### src/bpl_divider.sv
// Restoring divider for the interpolation weight, one quotient bit per cycle.
`default_nettype none
module bpl_divider #(
    parameter int unsigned NW = 49,
    parameter int unsigned DW = 33
) (
    input  wire logic clk,
    input  wire logic rst_n,
    input  wire logic start,
    input  wire logic [NW-1:0] num,
    input  wire logic [DW-1:0] den,
    output logic done,
    output logic [NW-1:0] quo
);
    localparam int unsigned CW = $clog2(NW+1);
    logic [DW:0] rem_reg;
    logic [NW-1:0] q_reg;
    logic [DW-1:0] d_reg;
    logic [CW-1:0] cnt_reg;
    logic busy_reg;
    logic [DW:0] trial;
    logic [DW:0] sub;

    always_comb
    begin
        trial = {rem_reg[DW-1:0], q_reg[NW-1]};
        sub = trial - {1'b0, d_reg};
    end

    always_ff @(posedge clk or negedge rst_n)
    begin
        if (!rst_n)
        begin
            busy_reg <= 1'b0;
            cnt_reg <= '0;
            done <= 1'b0;
        end
        else
        begin
            done <= 1'b0;
            if (start)
            begin
                busy_reg <= 1'b1;
                cnt_reg <= CW'(NW);
            end
            else if (busy_reg)
            begin
                cnt_reg <= cnt_reg - 1'b1;
                if (cnt_reg == CW'(1))
                begin
                    busy_reg <= 1'b0;
                    done <= 1'b1;
                end
            end
        end
    end

    always_ff @(posedge clk)
    begin
        if (start)
        begin
            rem_reg <= '0;
            q_reg <= num;
            d_reg <= den;
        end
        else if (busy_reg)
        begin
            if (!sub[DW])
            begin
                rem_reg <= sub;
                q_reg <= {q_reg[NW-2:0], 1'b1};
            end
            else
            begin
                rem_reg <= trial;
                q_reg <= {q_reg[NW-2:0], 1'b0};
            end
        end
    end

    assign quo = q_reg;
endmodule
`default_nettype wire

### config.mk
export PLATFORM = sky130hd
export DESIGN_NAME = bpl_divider
export DESIGN_NICKNAME = d
export VERILOG_FILES = /design/src/bpl_divider.sv
export SDC_FILE = /design/constraint.sdc
export NUM_CORES = 1
export LEC_CHECK = 0
export ABC_AREA = 1
export BUFFER_PORTS_ARGS = -buffer_cell sky130_fd_sc_hd__buf_2
export CORE_UTILIZATION = 45
export DETAILED_ROUTE_END_ITERATION = 6
export GPL_ROUTABILITY_DRIVEN = 1
export PLACE_DENSITY = 0.71
export SYNTH_ARGS = -nofsm -noshare
export SYNTH_HDL_FRONTEND = slang
export SYNTH_SLANG_ARGS = --single-unit
### constraint.sdc
create_clock -name clk -period 6.2 [get_ports clk]
set_input_delay 0.62 -clock clk [delete_from_list [all_inputs] [get_ports clk]]
set_output_delay 0.62 -clock clk [all_outputs]
set_load 0.1 [all_outputs]
# == Word-level counts from Yosys, hierarchy flattened ==
# Index checks and enable logic that the tools add are counted.
# totals
ff_bits,123
latch_bits,0
ram_bits,0
rom_bits,0
out_inout_bits,50
elab_cells,22
n_memories,0
# classes
add_sub_neg,2
n_mul,0
div,0
order_cmp,0
n_eq_ne,1
n_shift,0
muxes,12
bitwise,0
reduce_logical,1
# ops
op,count
49-bit 2-to-1 mux,2
34-bit by 33-bit subtractor with 34-bit output,1
33-bit 2-to-1 mux,1
6-bit 2-to-1 mux,2
1-bit 2-to-1 mux,7
6-bit by 1-bit == test with 1-bit output (second input constant),1
6-bit by 1-bit subtractor with 6-bit output (second input constant),1
2-bit nonzero test,1

# == Logic depth before layout (Yosys ltp) ==
# logic_depth
word_depth,4
ltp_mapped,18
depth_no_buf,18

# == Least setup slack after synthesis ==
# No wires, ideal clock.
# synth_timing
path_type,flip-flop to flip-flop
from,"reg q_reg[48], in the netlist quo[48]"
to,reg rem_reg[24]
setup_time_ns,0.113
arrival_ns,2.658
t_required_ns,6.087
slack_ns,3.429
stages_incl_launch_ff,18
path_buffers,0
synth_period_minus_slack_ns,2.771
cell_sequence,edfxtp_1 inv_1 ha_1 fa_1 inv_1 nand3_1 nand2_1 nand2_1 nand2_1 nand2_1 nand2_1 nand3_1 nand2_1 nand2_1 nand2_1 nand2_1 nand3_1 nand2_1
# synth_between
elab_chain_cells,2
# synth_lines
item,line,source
from (decl),17,logic [NW-1:0] q_reg;
from (signal assigned),63,q_reg <= num;
from (signal assigned),71,"q_reg <= {q_reg[NW-2:0], 1'b1};"
from (signal assigned),76,"q_reg <= {q_reg[NW-2:0], 1'b0};"
34-bit by 33-bit subtractor with 34-bit output,27,"sub = trial - {1'b0, d_reg};"
33-bit 2-to-1 mux,68,if (!sub[DW])
to (signal assigned),70,rem_reg <= sub;
to (signal assigned),75,rem_reg <= trial;
to (decl),16,logic [DW:0] rem_reg;
# No other way between the ends.
# A chain may end at the register's enable or synchronous reset.

# == Worst setup path in the final report ==
# layout_timing
from,reg rem_reg[21]
to,reg rem_reg[12]
# layout_between
elab_chain_cells,2
# layout_lines
item,line
34-bit by 33-bit subtractor with 34-bit output,27
33-bit 2-to-1 mux,68
# No other way between the ends.

==> metrics.json <==
{
  "run_status": {"value": "complete, no violations"},
  "place.port_buffers": {"value": 134},
  "design.die.area": {"value": 0.0180, "unit": "sq mm"},
  "total_of_flip_flops_plus_latches_after_synthesis": {"value": 123},
  "synth_async_sr_flop_share": {"value": 0.0650},
  "max_ffs_per_register": {"value": 49},
  "worst_setup_path_startpoint": {"value": "rem_reg[21]$_SDFFE_PP0P_"},
  "r2r_slack": {"value": 3.23, "unit": "ns"},
  "cap_violations": {"value": 0},
  "power": {"value": 2.42, "unit": "mW"},
  "seq_power_share": {"value": 0.402},
  "cts-root-buf": {"value": "sky130_fd_sc_hd__clkbuf_16"},
  "post_synth_num_cell_types": {"value": 36},
  "ant_nets": {"value": 0},
  "tightest_pin_transition": {"value": 1.04, "unit": "ns"},
  "irDropWorstVdd": {"value": 0.203, "unit": "mV"},
  "cell_type_with_the_largest_total_area_after_synthesis": {"value": "sky130_fd_sc_hd__edfxtp_1"},
  "synthesis.nets": {"value": 1250},
  "postRouteWirelength": {"value": 20100, "unit": "um"},
  "final_max_slew_viol_count": {"value": 0},
  "wire_length_of_the_first_global_routing_pass": {"value": 33500, "unit": "um"},
  "global_route_usage_sum": {"value": 0.238},
  "diodes_inserted": {"value": 0},
  "rsz0062_at_grt": {"value": "no"},
  "numClockSinks": {"value": 123},
  "r2r.worst_path.cells": {"value": 13},
  "crit-reg2reg-capture": {"value": "rem_reg[12]$_SDFFE_PP0P_"},
  "sequential_share_of_the_synthesized_area": {"value": 0.424},
  "gr-total-overflow": {"value": 0},
  "floorplan.initialDensity": {"value": 0.466},
  "yosys_most_used_dff": {"value": "sky130_fd_sc_hd__edfxtp_1"},
  "count_of_h_tree_levels_built_during_cts": {"value": 4},
  "worst_ep_arrival_time": {"value": 3.28, "unit": "ns"},
  "postCtsSetupRepairBufs": {"value": 0},
  "cp-endpoint": {"value": "rem_reg[12]$_SDFFE_PP0P_"},
  "routed_wire_length_per_instance": {"value": 13.5, "unit": "um"},
  "vias": {"value": 7249},
  "p_sw": {"value": 0.818, "unit": "mW"},
  "yosys-top-cells-area": {"value": "sky130_fd_sc_hd__edfxtp_1 31%, sky130_fd_sc_hd__nand2_1 24%, sky130_fd_sc_hd__inv_1 9.8%"},
  "count_of_synthesis_stage_warnings_from_yosys": {"value": 0},
  "gate_count_post_synth": {"value": 1129},
  "post-route-min-period": {"value": 2.97, "unit": "ns"},
  "cts_tree": {"value": "done"},
  "max-clock-path-buffers": {"value": 2},
  "timing.rr.start": {"value": "rem_reg[21]$_SDFFE_PP0P_"},
  "synth-edff-count": {"value": 82},
  "firstDrtPassIters": {"value": 5},
  "p_clk_frac": {"value": 0.385},
  "number_of_primary_i_o_pins": {"value": 135},
  "gpl.final_weighted_congestion": {"value": 0.943},
  "synthDominantCellAreaShare": {"value": 0.314},
  "drt_iter0_markers": {"value": 491},
  "core_area": {"value": 0.0168, "unit": "sq mm"},
  "area_growth_syn_to_layout": {"value": 17.9, "unit": "%"},
  "placed_inst_area": {"value": 0.00870, "unit": "sq mm"},
  "place_worst_setup_slack": {"value": 3.21, "unit": "ns"},
  "power_report.internal_total": {"value": 1.61, "unit": "mW"},
  "routed_via_density": {"value": 4.86},
  "fmaxAchievable": {"value": 0.337, "unit": "GHz"},
  "num-nets-final": {"value": 1381},
  "die-width": {"value": 134, "unit": "um"},
  "dp_hpwl": {"value": 14900, "unit": "um"},
  "worst_clock_skew": {"value": 0.0115, "unit": "ns"},
  "largest_net_degree_at_the_start_of_global_routing": {"value": 88},
  "grt_pass1_vias": {"value": 7021},
  "cp-start-kind": {"value": "flip-flop"},
  "post_route_cells_drive_above_1_share": {"value": 0.148},
  "power-per-cell-area": {"value": 262, "unit": "mW/mm^2"},
  "setup.worst_path.class": {"value": "flip-flop to flip-flop"},
  "timing.final.hold_violations": {"value": 0},
  "post-route-drc-count": {"value": 0},
  "clk_pin_slew": {"value": 0.06, "unit": "ns"},
  "worst_setup_path_end_kind": {"value": "flip-flop"},
  "cts.hold.buffers_added": {"value": 0},
  "worst_slew_margin_rel": {"value": 0.304},
  "clk_lat_worst_skew": {"value": 0.43, "unit": "ns"},
  "setup_violations": {"value": 0},
  "stdcell_area": {"value": 0.00925, "unit": "sq mm"},
  "cts.repair.resized": {"value": 0},
  "total_clock_buffers_created_by_cts": {"value": 17},
  "worstPathRequired": {"value": 6.51, "unit": "ns"},
  "syn_avg_cell_area": {"value": 6.95, "unit": "sq um"},
  "chipHeight": {"value": 134, "unit": "um"},
  "num-fill-cells": {"value": 1683},
  "synthesized_area": {"value": 0.00784, "unit": "sq mm"},
  "timing.final.crit_share": {"value": 0.479},
  "cellLeakagePower": {"value": 5.20, "unit": "nW"},
  "combinationalPowerShare": {"value": 0.213},
  "fin_setup_tns": {"value": 0, "unit": "ns"},
  "std_cell_rows": {"value": 47},
  "timing.critical_path.fanout_max": {"value": 23},
  "hp-class": {"value": "primary input to async pin"},
  "number_of_antenna_violations_at_the_first_check_in_global_routing": {"value": 0},
  "layout_setup_ws": {"value": 3.23, "unit": "ns"},
  "power_switching_share": {"value": 0.337}
}
==> cell usage in the layout, fill, tap and decap left out, types with 5 or more instances in the layout <==
cell and n:
sky130_fd_sc_hd__dfxtp_1 33, sky130_fd_sc_hd__buf_4 5, sky130_fd_sc_hd__o21bai_1 5, sky130_fd_sc_hd__buf_2 133, sky130_fd_sc_hd__nor3_1 9, sky130_fd_sc_hd__dfrtp_1 8, sky130_fd_sc_hd__nand2_1 496, sky130_fd_sc_hd__nor2_1 42
sky130_fd_sc_hd__nand3_1 97, sky130_fd_sc_hd__clkinv_1 5, sky130_fd_sc_hd__xnor2_1 13, sky130_fd_sc_hd__nand4_1 8, sky130_fd_sc_hd__nand3b_1 6, sky130_fd_sc_hd__a21oi_1 23, sky130_fd_sc_hd__inv_1 204, sky130_fd_sc_hd__clkbuf_16 17
sky130_fd_sc_hd__o21ai_0 6, sky130_fd_sc_hd__nand2_2 10, sky130_fd_sc_hd__edfxtp_1 82, sky130_fd_sc_hd__ha_1 35
==> critical path: stages, from the launching register on <==
cell and delay [ns]:
sky130_fd_sc_hd__dfxtp_1 0.36, sky130_fd_sc_hd__ha_1 0.41, sky130_fd_sc_hd__nand2_1 0.11, sky130_fd_sc_hd__nand2_1 0.07, sky130_fd_sc_hd__nand2_1 0.06, sky130_fd_sc_hd__nand3_1 0.10, sky130_fd_sc_hd__a21oi_2 0.17, sky130_fd_sc_hd__nor2_1 0.09
sky130_fd_sc_hd__nor2_4 0.12, sky130_fd_sc_hd__nand3_2 0.47, sky130_fd_sc_hd__nand2_2 0.62, sky130_fd_sc_hd__nand2_1 0.13, sky130_fd_sc_hd__nand3_1 0.09, sky130_fd_sc_hd__nand2_1 0.05
==> cells in the mapped netlist (2+ instances only) <==
master	n
sky130_fd_sc_hd__o21bai_1	5
sky130_fd_sc_hd__inv_1	205
sky130_fd_sc_hd__nor2_2	2
sky130_fd_sc_hd__nand4_1	8
sky130_fd_sc_hd__edfxtp_1	82
sky130_fd_sc_hd__nand3_2	2
sky130_fd_sc_hd__a21oi_1	23
sky130_fd_sc_hd__nor2_1	44
sky130_fd_sc_hd__o21ai_0	6
sky130_fd_sc_hd__dfxtp_1	33
sky130_fd_sc_hd__inv_2	3
sky130_fd_sc_hd__nand3b_1	6
sky130_fd_sc_hd__buf_2	8
sky130_fd_sc_hd__nand2_2	10
sky130_fd_sc_hd__clkbuf_1	13
sky130_fd_sc_hd__nor3_1	9
sky130_fd_sc_hd__dfrtp_1	8
sky130_fd_sc_hd__nand2_1	496
sky130_fd_sc_hd__and2_1	3
sky130_fd_sc_hd__buf_4	3
sky130_fd_sc_hd__xor2_1	3
sky130_fd_sc_hd__nand3_1	97
sky130_fd_sc_hd__xnor2_1	13
sky130_fd_sc_hd__ha_1	35
==> layer usage <==
metal	vias to the layer above	wire length, um	GRT usage
met3	30	1350	0.0590
met4	0	279	0.0676
met2	214	9360	0.397
li1	3742	-	-
met5	-	0	0
met1	3263	9090	0.305
==> final cells by class <==
type                            instances  area (sq um)  share of cell area
Timing Repair Buffer                  138           703              0.0760
Sequential cell                       123          3320               0.359
Clock inverter                         14           119              0.0129
Multi-Input combinational cell        771          3610               0.391
Inverter                              209           785              0.0848
Clock buffer                           18           429              0.0464
Tap cell                              220           275              0.0298
==> worst min path at each step <==
stage | from | end | slack (ns) | cells after the start
floorplan | rst_n | busy_reg$_DFF_PN0_ | 0.32 | 0
global placement | rem_reg[10]$_SDFFE_PP0P_ | rem_reg[10]$_SDFFE_PP0P_ | 0.46 | 2
detailed placement | rem_reg[7]$_SDFFE_PP0P_ | rem_reg[7]$_SDFFE_PP0P_ | 0.46 | 2
CTS | rst_n | cnt_reg[0]$_DFFE_PN0P_ | 0.02 | 1
global route | rst_n | cnt_reg[0]$_DFFE_PN0P_ | 0.03 | 1
finish | rst_n | cnt_reg[0]$_DFFE_PN0P_ | 0.02 | 1
==> power groups by stage <==
stage	sequential, mW	combinational (mW)	clock [mW]
global placement	0.989	0.512	0
finish	0.974	0.516	0.933
global route	0.981	0.555	0.981
CTS	0.974	0.517	0.948
floorplan	1.22	0.172	0
detailed placement	0.989	0.516	0
==> per-stage QoR <==
step                instances  hold WS (ns)   util
floorplan                1129         0.324      -
global placement         1461         0.462  0.517
detailed placement       1461         0.463  0.517
CTS                      1493        0.0205  0.550
global route             1493        0.0286  0.550
finish                   1493        0.0241  0.550
==> cell families after synthesis <==
family	count (synthesis)	synth area share
AO/OA/AOI/OAI	38	0.0268
AND/OR/NAND/NOR	681	0.357
buffers and inverters	235	0.116
XOR/XNOR	16	0.0179
flip-flops	123	0.424
adder cells (fa/ha/maj)	36	0.0584
(Power assumes the default switching activity.)
