**config.mk**
```make
export PLATFORM = sky130hd
export DESIGN_NAME = bpl_sampler
export DESIGN_NICKNAME = d
export VERILOG_FILES = /design/src/bpl_sampler.sv
export SDC_FILE = /design/constraint.sdc
export NUM_CORES = 2
export LEC_CHECK = 0
export BUFFER_PORTS_ARGS = -buffer_cell sky130_fd_sc_hd__clkbuf_2
export CAP_MARGIN = 30
export CORE_ASPECT_RATIO = 0.7
export CORE_MARGIN = 2
export CORE_UTILIZATION = 40
export DETAILED_ROUTE_END_ITERATION = 12
export SKIP_LAST_GASP = 1
export SYNTH_ARGS = -nofsm -noshare
export SYNTH_HDL_FRONTEND = slang
export SYNTH_SLANG_ARGS = --single-unit
export TNS_END_PERCENT = 30
```
**constraint.sdc**
```tcl
create_clock -name clk -period 13.3 [get_ports clk]
set_clock_uncertainty 0.2 [all_clocks]
set_input_delay 1.33 -clock clk [delete_from_list [all_inputs] [get_ports clk]]
set_output_delay 1.33 -clock clk [all_outputs]
set_load 0.01 [all_outputs]
```
**src/bpl_sampler.sv**
```systemverilog
// Sequential de Casteljau sampler: one lerp per cycle, six lerps per axis.
`default_nettype none
module bpl_sampler #(
    parameter int unsigned NUM_POINTS = 128,
    parameter int unsigned AW = 7
) (
    input  wire logic clk,
    input  wire logic rst_n,
    input  wire logic start,
    input  wire logic [AW-1:0] index,
    input  wire logic signed [31:0] px [4],
    input  wire logic signed [31:0] py [4],
    output logic done,
    output logic signed [31:0] out_x,
    output logic signed [31:0] out_y
);
    localparam int unsigned LOG_N = $clog2(NUM_POINTS);
    localparam bit IS_POW2 = ((1 << LOG_N) == NUM_POINTS);
    localparam int unsigned RECIP_SH = 48;
    localparam logic [63:0] RECIP = 64'((65'd1 << RECIP_SH) / NUM_POINTS + 1);

    logic signed [31:0] cx_reg [4];
    logic signed [31:0] cy_reg [4];
    logic [2:0] step_reg;
    logic busy_reg;
    logic signed [32+AW:0] dx_prod;
    logic signed [32+AW:0] dy_prod;
    logic signed [31:0] lx;
    logic signed [31:0] ly;
    logic [1:0] k;

    function automatic logic signed [31:0] fdiv(input logic signed [32+AW:0] p);
        logic signed [32+AW+64:0] wide;
        logic signed [32+AW:0] q;
        begin
            wide = '0;
            q = '0;
            if (IS_POW2)
            begin
                q = p >>> LOG_N;
            end
            else
            begin
                wide = (96+AW+1)'(p) * $signed({1'b0, RECIP});
                q = (32+AW+1)'(wide >>> RECIP_SH);
                if ((33+AW)'(q * $signed((33+AW)'(NUM_POINTS))) > p)
                begin
                    q = q - 1'b1;
                end
                else if ((33+AW)'((q + 2'sd1) * $signed((33+AW)'(NUM_POINTS))) <= p)
                begin
                    q = q + 2'sd1;
                end
            end
            fdiv = q[31:0];
        end
    endfunction

    always_comb
    begin
        unique case (step_reg)
            3'd0, 3'd3, 3'd5: k = 2'd0;
            3'd1, 3'd4: k = 2'd1;
            default: k = 2'd2;
        endcase
        dx_prod = (33+AW)'(33'(cx_reg[k+2'd1]) - 33'(cx_reg[k])) * $signed({1'b0, index});
        dy_prod = (33+AW)'(33'(cy_reg[k+2'd1]) - 33'(cy_reg[k])) * $signed({1'b0, index});
        lx = cx_reg[k] + fdiv(dx_prod);
        ly = cy_reg[k] + fdiv(dy_prod);
    end

    always_ff @(posedge clk or negedge rst_n)
    begin
        if (!rst_n)
        begin
            busy_reg <= 1'b0;
            step_reg <= '0;
            done <= 1'b0;
        end
        else
        begin
            done <= 1'b0;
            if (start)
            begin
                busy_reg <= 1'b1;
                step_reg <= '0;
            end
            else if (busy_reg)
            begin
                if (step_reg == 3'd5)
                begin
                    busy_reg <= 1'b0;
                    done <= 1'b1;
                end
                step_reg <= step_reg + 3'd1;
            end
        end
    end

    always_ff @(posedge clk)
    begin
        if (start)
        begin
            cx_reg <= px;
            cy_reg <= py;
        end
        else if (busy_reg)
        begin
            cx_reg[k] <= lx;
            cy_reg[k] <= ly;
        end
    end

    assign out_x = cx_reg[0];
    assign out_y = cy_reg[0];
endmodule
`default_nettype wire

```
# Word-level counts from Yosys, hierarchy flattened
# Index checks and enable logic that the tools add are counted.
[classes] n_addsub=6 n_mul=2 order_cmp=3 n_eq_ne=4 muxes=29 bitwise_logic=2 reduce_logical=5
[ops] op="$mux W128" n=4
[ops] op="$mux W32" n=9
[ops] op="$bmux W32 S2" n=4
[ops] op="$bwmux W128" n=2
[ops] op="$mul A33 B8 Y39" n=2
[ops] op="$sub A32 B32 Y33" n=2
[ops] op="$add A32 B32 Y32" n=2
[ops] op="$demux W32 S2" n=1
[ops] op="$eq A3 B3 Y1 const B" n=2
[ops] op="$ge A3 B3 Y1 const B" n=2
[ops] op="$mux W1" n=6
[ops] op="$mux W3" n=2
[ops] op="$not A2 Y3" n=2
[ops] op="$pmux W2 S2" n=1
[ops] op="$add A3 B1 Y3 const B" n=1
[ops] op="$eq A3 B1 Y1 const B" n=1
[ops] op="$eq A3 B2 Y1 const B" n=1
[ops] op="$logic_not A3 Y1" n=1
[ops] op="$lt A3 B1 Y1 const B" n=1
[ops] op="$reduce_or A3 Y1" n=1
[ops] op="$add A2 B1 Y2 const B" n=1
[ops] op="$reduce_bool A2 Y1" n=1
[ops] op="$reduce_or A2 Y1" n=1
[ops] op="$logic_and A1 B1 Y1" n=1
[word_totals] regBits=261 in_bits=266 output_inout_bits=65 word_cells=62

# Logic depth before layout (Yosys ltp)
[depth] depth_word=14 mapped_depth=55 ltp_nobuf=50

# Worst setup path after synthesis
# No wires, ideal clock.
[synth_timing] path_kind="register to register" from="reg step_reg[0]" to="reg cy_reg[63] (netlist bit), data pin" setup_time_ns=0.256 arrival_time_ns=11.057 setup_slack_ns=1.787 stages_incl_launch_ff=50 n_path_buf=5 synth_period_minus_slack_ns=11.513 cell_sequence="dfrtp_1 ha_1 ha_1 or3_1 buf_2 buf_1 clkbuf_1 clkbuf_1 buf_1 o22ai_1 nor2_1 ha_1 inv_1 fa_1 a21o_1 maj3_1 maj3_1 a21oi_1 [14 not listed] o21a_1 a21oi_1 o21bai_1 a21o_1 xor2_1 ha_1 a21o_1 a21o_1 a21oi_1 o21a_1 o211ai_1 a2111oi_2 o31a_2 o21a_2 mux2i_1 nand4_1 xnor3_1 a22o_1"
[synth_between] elab_chain_cells=14 word_cells_on_any_way=28 cone_classes="3 x add/sub; 1 x mul; 2 x order compare; 4 x eq/ne; 12 x mux; 2 x bitwise; 4 x reduce/logical"
[synth_rtl] element="start, declared" line="24" source="logic [2:0] step_reg;"
[synth_rtl] element="start signal, assigned" line="95" source="step_reg <= step_reg + 3'd1;"
[synth_rtl] element="$eq A3 B3 Y1 (tied with other cells)" line="61" source="unique case (step_reg)"
[synth_rtl] element="$reduce_or A3 Y1 / $reduce_or A2 Y1 (equally long branches)" line="61"
[synth_rtl] element="$pmux W2 S2 *" line="61"
[synth_rtl] element="$add A2 B1 Y2" line="67" source="dy_prod = (33+AW)'(33'(cy_reg[k+2'd1]) - 33'(cy_reg[k])) * $signed({1'b0, index});"
[synth_rtl] element="$not A2 Y3 (implied by the code)" line="67"
[synth_rtl] element="$bmux W32 S2" line="67"
[synth_rtl] element="$mux W32 (implied by the code) (2 in series)" line="67"
[synth_rtl] element="$sub A32 B32 Y33" line="67"
[synth_rtl] element="$mul A33 B8 Y39" line="67"
[synth_rtl] element="$add A32 B32 Y32" line="69" source="ly = cy_reg[k] + fdiv(dy_prod);"
[synth_rtl] element="$bwmux W128 *" line="110" source="cy_reg[k] <= ly;"
[synth_rtl] element="$mux W128 *" line="107" source="else if (busy_reg)"
[synth_rtl] element="$mux W128 *" line="102" source="if (start)"
[synth_rtl] element="end signal, assigned" line="105" source="cy_reg <= py;"
[synth_rtl] element="end signal, assigned by index" line="110"
[synth_rtl] element="end, declared" line="23" source="logic signed [31:0] cy_reg [4];"
# Mark *: on every way between the ends. The rest lies on a longest branch, timed or not. The select of a mux whose other input is x is not followed.
# A chain may end at the register's enable or synchronous reset.

# Worst setup path after layout
[layout_timing] from="reg step_reg[0]" to="reg cx_reg[63] (netlist bit), data pin"
[layout_between] elab_chain_cells=14 word_cells_on_any_way=28 cone_classes="3 x add/sub; 1 x mul; 2 x order compare; 4 x eq/ne; 12 x mux; 2 x bitwise; 4 x reduce/logical"
[layout_rtl] element="$eq A3 B3 Y1 (tied with other cells)" line="61"
[layout_rtl] element="$reduce_or A3 Y1 / $reduce_or A2 Y1 (equally long branches)" line="61"
[layout_rtl] element="$pmux W2 S2 *" line="61"
[layout_rtl] element="$add A2 B1 Y2" line="66" source="dx_prod = (33+AW)'(33'(cx_reg[k+2'd1]) - 33'(cx_reg[k])) * $signed({1'b0, index});"
[layout_rtl] element="$not A2 Y3 (implied by the code)" line="66"
[layout_rtl] element="$bmux W32 S2" line="66"
[layout_rtl] element="$mux W32 (implied by the code) (2 in series)" line="66"
[layout_rtl] element="$sub A32 B32 Y33" line="66"
[layout_rtl] element="$mul A33 B8 Y39" line="66"
[layout_rtl] element="$add A32 B32 Y32" line="68" source="lx = cx_reg[k] + fdiv(dx_prod);"
[layout_rtl] element="$bwmux W128 *" line="109" source="cx_reg[k] <= lx;"
[layout_rtl] element="$mux W128 *" line="107"
[layout_rtl] element="$mux W128 *" line="102"
[layout_rtl] element="end signal, assigned" line="104" source="cx_reg <= px;"
[layout_rtl] element="end signal, assigned by index" line="109"
[layout_rtl] element="end, declared" line="22" source="logic signed [31:0] cx_reg [4];"
# Marks and branches as above.

==> results.txt <==
The flow ran to the end, and the final reports show no timing, DRC or antenna violations. The number of antenna violations at the first check in global routing came to 6. The routed length on met1 is 57.7 mm. For this run, the leading register cell type out of synthesis is sky130_fd_sc_hd__edfxtp_1. The transition time of the tightest slew-check pin is 1.03 ns.

The area of the mapped netlist came out at 34500 µm². The number of global-route vias before repair is approximately 28000. Counting stages on the worst path, the most repeated cell is sky130_fd_sc_hd__a21o_1. The number of buffers inserted by port buffering is 330. The count of buffer and inverter cells on the critical path is 3. The count of warnings emitted by yosys came out at 0. The number of pins exceeding their max-slew limit in the final report was 0. The per-cell routed wire length is ~22 µm. The tree is rooted in a sky130_fd_sc_hd__clkbuf_16. Counting buffers and inverters, the worst setup path is 44 cells deep. The count of placed standard cells in the final layout, fillers left out is between 5000 and 6000. The synthesized design contains ~260 register bits. A synthesized cell averages between 9 and 10 µm².

The part of the cycle the worst path needs is 95.5%. The clock slew at the register clock pins of the worst setup and hold paths is 0.06 ns. The detail route stage leaves a number of antenna-violating nets equal to 0. The worst setup path is captured at a flip-flop. The synthesized netlist net count came out at about 4600. The number of hold buffers added after CTS is 0.

The area of the die came out at about 89000 µm². The net count reported at finish is around 4800. The detailed-route vias per instance came out at around 5.6. Leaving out fill and tap cells, the most frequent cells in the layout are 445 x sky130_fd_sc_hd__inv_1, 421 x sky130_fd_sc_hd__and2_1, 334 x sky130_fd_sc_hd__fa_1. The number of iterations in the first detailed-routing pass is 5. The total overflow reported by the global router came out at 0. The multi-input combinational cells in the finished layout cover a total of approximately 24000 µm².

After filler insertion, the fill cell instance count of the layout stands at around 8400. The post-detailed-routing wire length came out at around 120 mm. The detailed router finished its first iteration with ~3100 violations. The count of max-cap constraint violations is 0. The worst hold path was traced through 2 stages. Global routing used 25.7% of the available tracks.

The critical path in this run is classified as reg2reg. The initial utilization of the core area, before any placement, comes to about two fifths. The TritonCTS clock tree is done. Of all nets on the critical path, the largest fanout is 43.

The fraction of layout cells with a size suffix above 1 is between 10 and 15%. The worst slew slack as a fraction of its limit came out at a little under a third. The total number of H-tree levels is 1. Static timing analysis puts the maximum clock frequency at about 80 MHz. The final setup violation count came out at 0. The later pin in the worst-skew pair is clocked with a latency of ~0.58 ns. During I/O placement, the number of pins put on the boundary was between 300 and 400. Data on the critical path arrives at its endpoint at approximately 13 ns. The site row count is 90. After detailed routing, the number of remaining DRC violations is 0. The library cell used most frequently in the layout, excluding fill and tap cells, is sky130_fd_sc_hd__inv_1. The cell family contributing the most delay on the critical path is compound AO/OA/AOI/OAI gates. Measured along the x axis, the die boundary spans around 360 µm. The number of instances in the synthesized netlist came out at about 3700. The sequential area share after synthesis came out at between 20% and 30%. The first-pass GRT wire length is approximately 180 mm. The CTS buffer count is 30. The depth of the most critical reg-to-reg path is 44. For the finished layout, the period the worst path requires is roughly 13 ns. The final HPWL from detailed placement came out at about 93 mm. In this run, placement finished with an instance count of just over 5000. The standard cell core area came out at 85800 µm².

The y dimension of the die came out at 250 µm. For this design, the sink count on the clock tree is approximately 260. The slowest stage of the critical path is the sky130_fd_sc_hd__fa_1 cell. The area growth from synthesis to layout is 10.4%. The maximum number of pins on one net before global-route repair is ~110. The share of synthesized flip-flops with an asynchronous set or reset is under 10%. The last weighted congestion value of the routability-driven placer is ~0.96.

The worst-case clock buffer depth is 3. The total vias in the final route is 28400. Summing all flip-flop and latch instances after layout gives roughly 7800 µm². In this run the top signal layer used is met5. The wire length on met3 is about 13 mm. The count of flip-flops with a built-in enable after synthesis is 256. The number of distinct standard cells referenced by the synthesized netlist came out at 87. The worst setup path is launched from a flip-flop. The final hold violation count came out at 0. Setup repair after global routing could not meet its margin everywhere. At the worst endpoint, the required time is between 10 and 15 ns. The path category of the worst min-delay check is reg2reg. The detailed route wirelength on metal2 came out at between 40 and 50 mm. For this run, the slowest stage of the critical path takes 0.54 ns.
## repair_timing
| item | CTS | global route |
|---|---|---|
| endpoints found under the setup margin | 0 | 33 |
| resized for setup | 0 | 7 |
| setup buffers | 0 | 2 |
| hold endpoints to repair | 0 | 0 |
## cells by family after synthesis
kind of cell | synth area share [%]
mux | 0.395
flops | 22.6
xor+xnor | 4.60
simple gates | 16.9
fa+ha+maj | 29.3
buf+inv | 8.10
compound gates | 18.1
## final timing paths
| check | slack (ns) | to | start |
|---|---|---|---|
| setup / recovery | 0.60 | cx_reg[63]$_DFFE_PP_ | step_reg[0]$_DFFE_PN0P_ |
| hold / removal | 0.37 | step_reg[1]$_DFFE_PN0P_ | step_reg[1]$_DFFE_PN0P_ |
| setup reg to reg | 0.60 | cx_reg[63]$_DFFE_PP_ | step_reg[0]$_DFFE_PN0P_ |
| hold reg to reg | 0.37 | step_reg[1]$_DFFE_PN0P_ | step_reg[1]$_DFFE_PN0P_ |
| max in group asynchronous | 12.35 | done$_DFF_PN0_ | rst_n |
| min in group asynchronous | 0.38 | step_reg[2]$_DFFE_PN0P_ | rst_n |
## cell usage after synthesis, types with 13 or more instances
library cell	instances	area, µm²
sky130_fd_sc_hd__a21o_1	110	826
sky130_fd_sc_hd__a22o_1	146	1280
sky130_fd_sc_hd__nor2_1	269	1010
sky130_fd_sc_hd__o21bai_1	20	150
sky130_fd_sc_hd__nor3_1	39	195
sky130_fd_sc_hd__buf_1	22	82.6
sky130_fd_sc_hd__nand2_1	217	815
sky130_fd_sc_hd__o22ai_1	58	363
sky130_fd_sc_hd__nand3_1	37	185
sky130_fd_sc_hd__o22a_1	45	394
sky130_fd_sc_hd__nor3b_1	15	113
sky130_fd_sc_hd__o31ai_1	14	105
sky130_fd_sc_hd__buf_4	64	480
sky130_fd_sc_hd__a21oi_1	148	741
sky130_fd_sc_hd__clkbuf_1	140	526
sky130_fd_sc_hd__nand2b_1	38	238
sky130_fd_sc_hd__a221oi_1	20	175
sky130_fd_sc_hd__ha_1	272	3400
sky130_fd_sc_hd__o211ai_1	13	97.6
sky130_fd_sc_hd__xnor2_1	129	1130
sky130_fd_sc_hd__edfxtp_1	256	7690
sky130_fd_sc_hd__fa_1	334	6690
sky130_fd_sc_hd__nand4_1	22	138
sky130_fd_sc_hd__and2_1	421	2630
sky130_fd_sc_hd__nor2b_1	27	169
sky130_fd_sc_hd__o21a_1	75	563
sky130_fd_sc_hd__o21ai_0	110	551
sky130_fd_sc_hd__xor2_1	50	438
sky130_fd_sc_hd__a31oi_1	15	93.8
sky130_fd_sc_hd__inv_1	445	1670
## worst register-to-register path, delay by kind of cell (launching register included)
kind                       cells  cell delay [ns]
AOI/OAI and AO/OA             20             4.56
xor gates and xnor gates       3             0.72
adders and majority gates      9             3.58
buffers and inverters          3             0.52
DFF                            1             0.42
and+or+nand+nor                9             2.44
## stage by stage
stage | setup WS [ns] | util (%) | TNS [ns] | area [µm²] | hold slack (ns)
after floorplan | 1.79 | - | 0 | 34500 | 0.313
after global placement | 0.145 | 43.2 | 0 | 37000 | 0.338
after detailed placement | 0.198 | 43.2 | 0 | 37100 | 0.349
after CTS | 0.140 | 44.4 | 0 | 38100 | 0.364
after global routing | -0.00523 | 44.5 | -0.00523 | 38100 | 0.373
final | 0.602 | 44.5 | 0 | 38200 | 0.369
## cell type report
class / instances / share of cell area, %
multi-input cells: 2809 / 63.0
flip-flops and latches: 261 / 20.5
repair buffers: 393 / 5.71
inverters: 449 / 4.42
well taps: 1150 / 3.77
clock buffers: 35 / 2.07
clock inverters: 21 / 0.495
diodes: 2 / 0.0131
## layer usage
layer | vias to the layer above | GRT usage, %
met5 | - | 0.811
met4 | 6 | 3.23
met3 | 93 | 8.31
met2 | 1271 | 32.2
met1 | 13900 | 42.3
li1 | 13200 | -
Power is not shown: default switching activity piles up to over one toggle a cycle in this logic, so the estimate is an artifact.
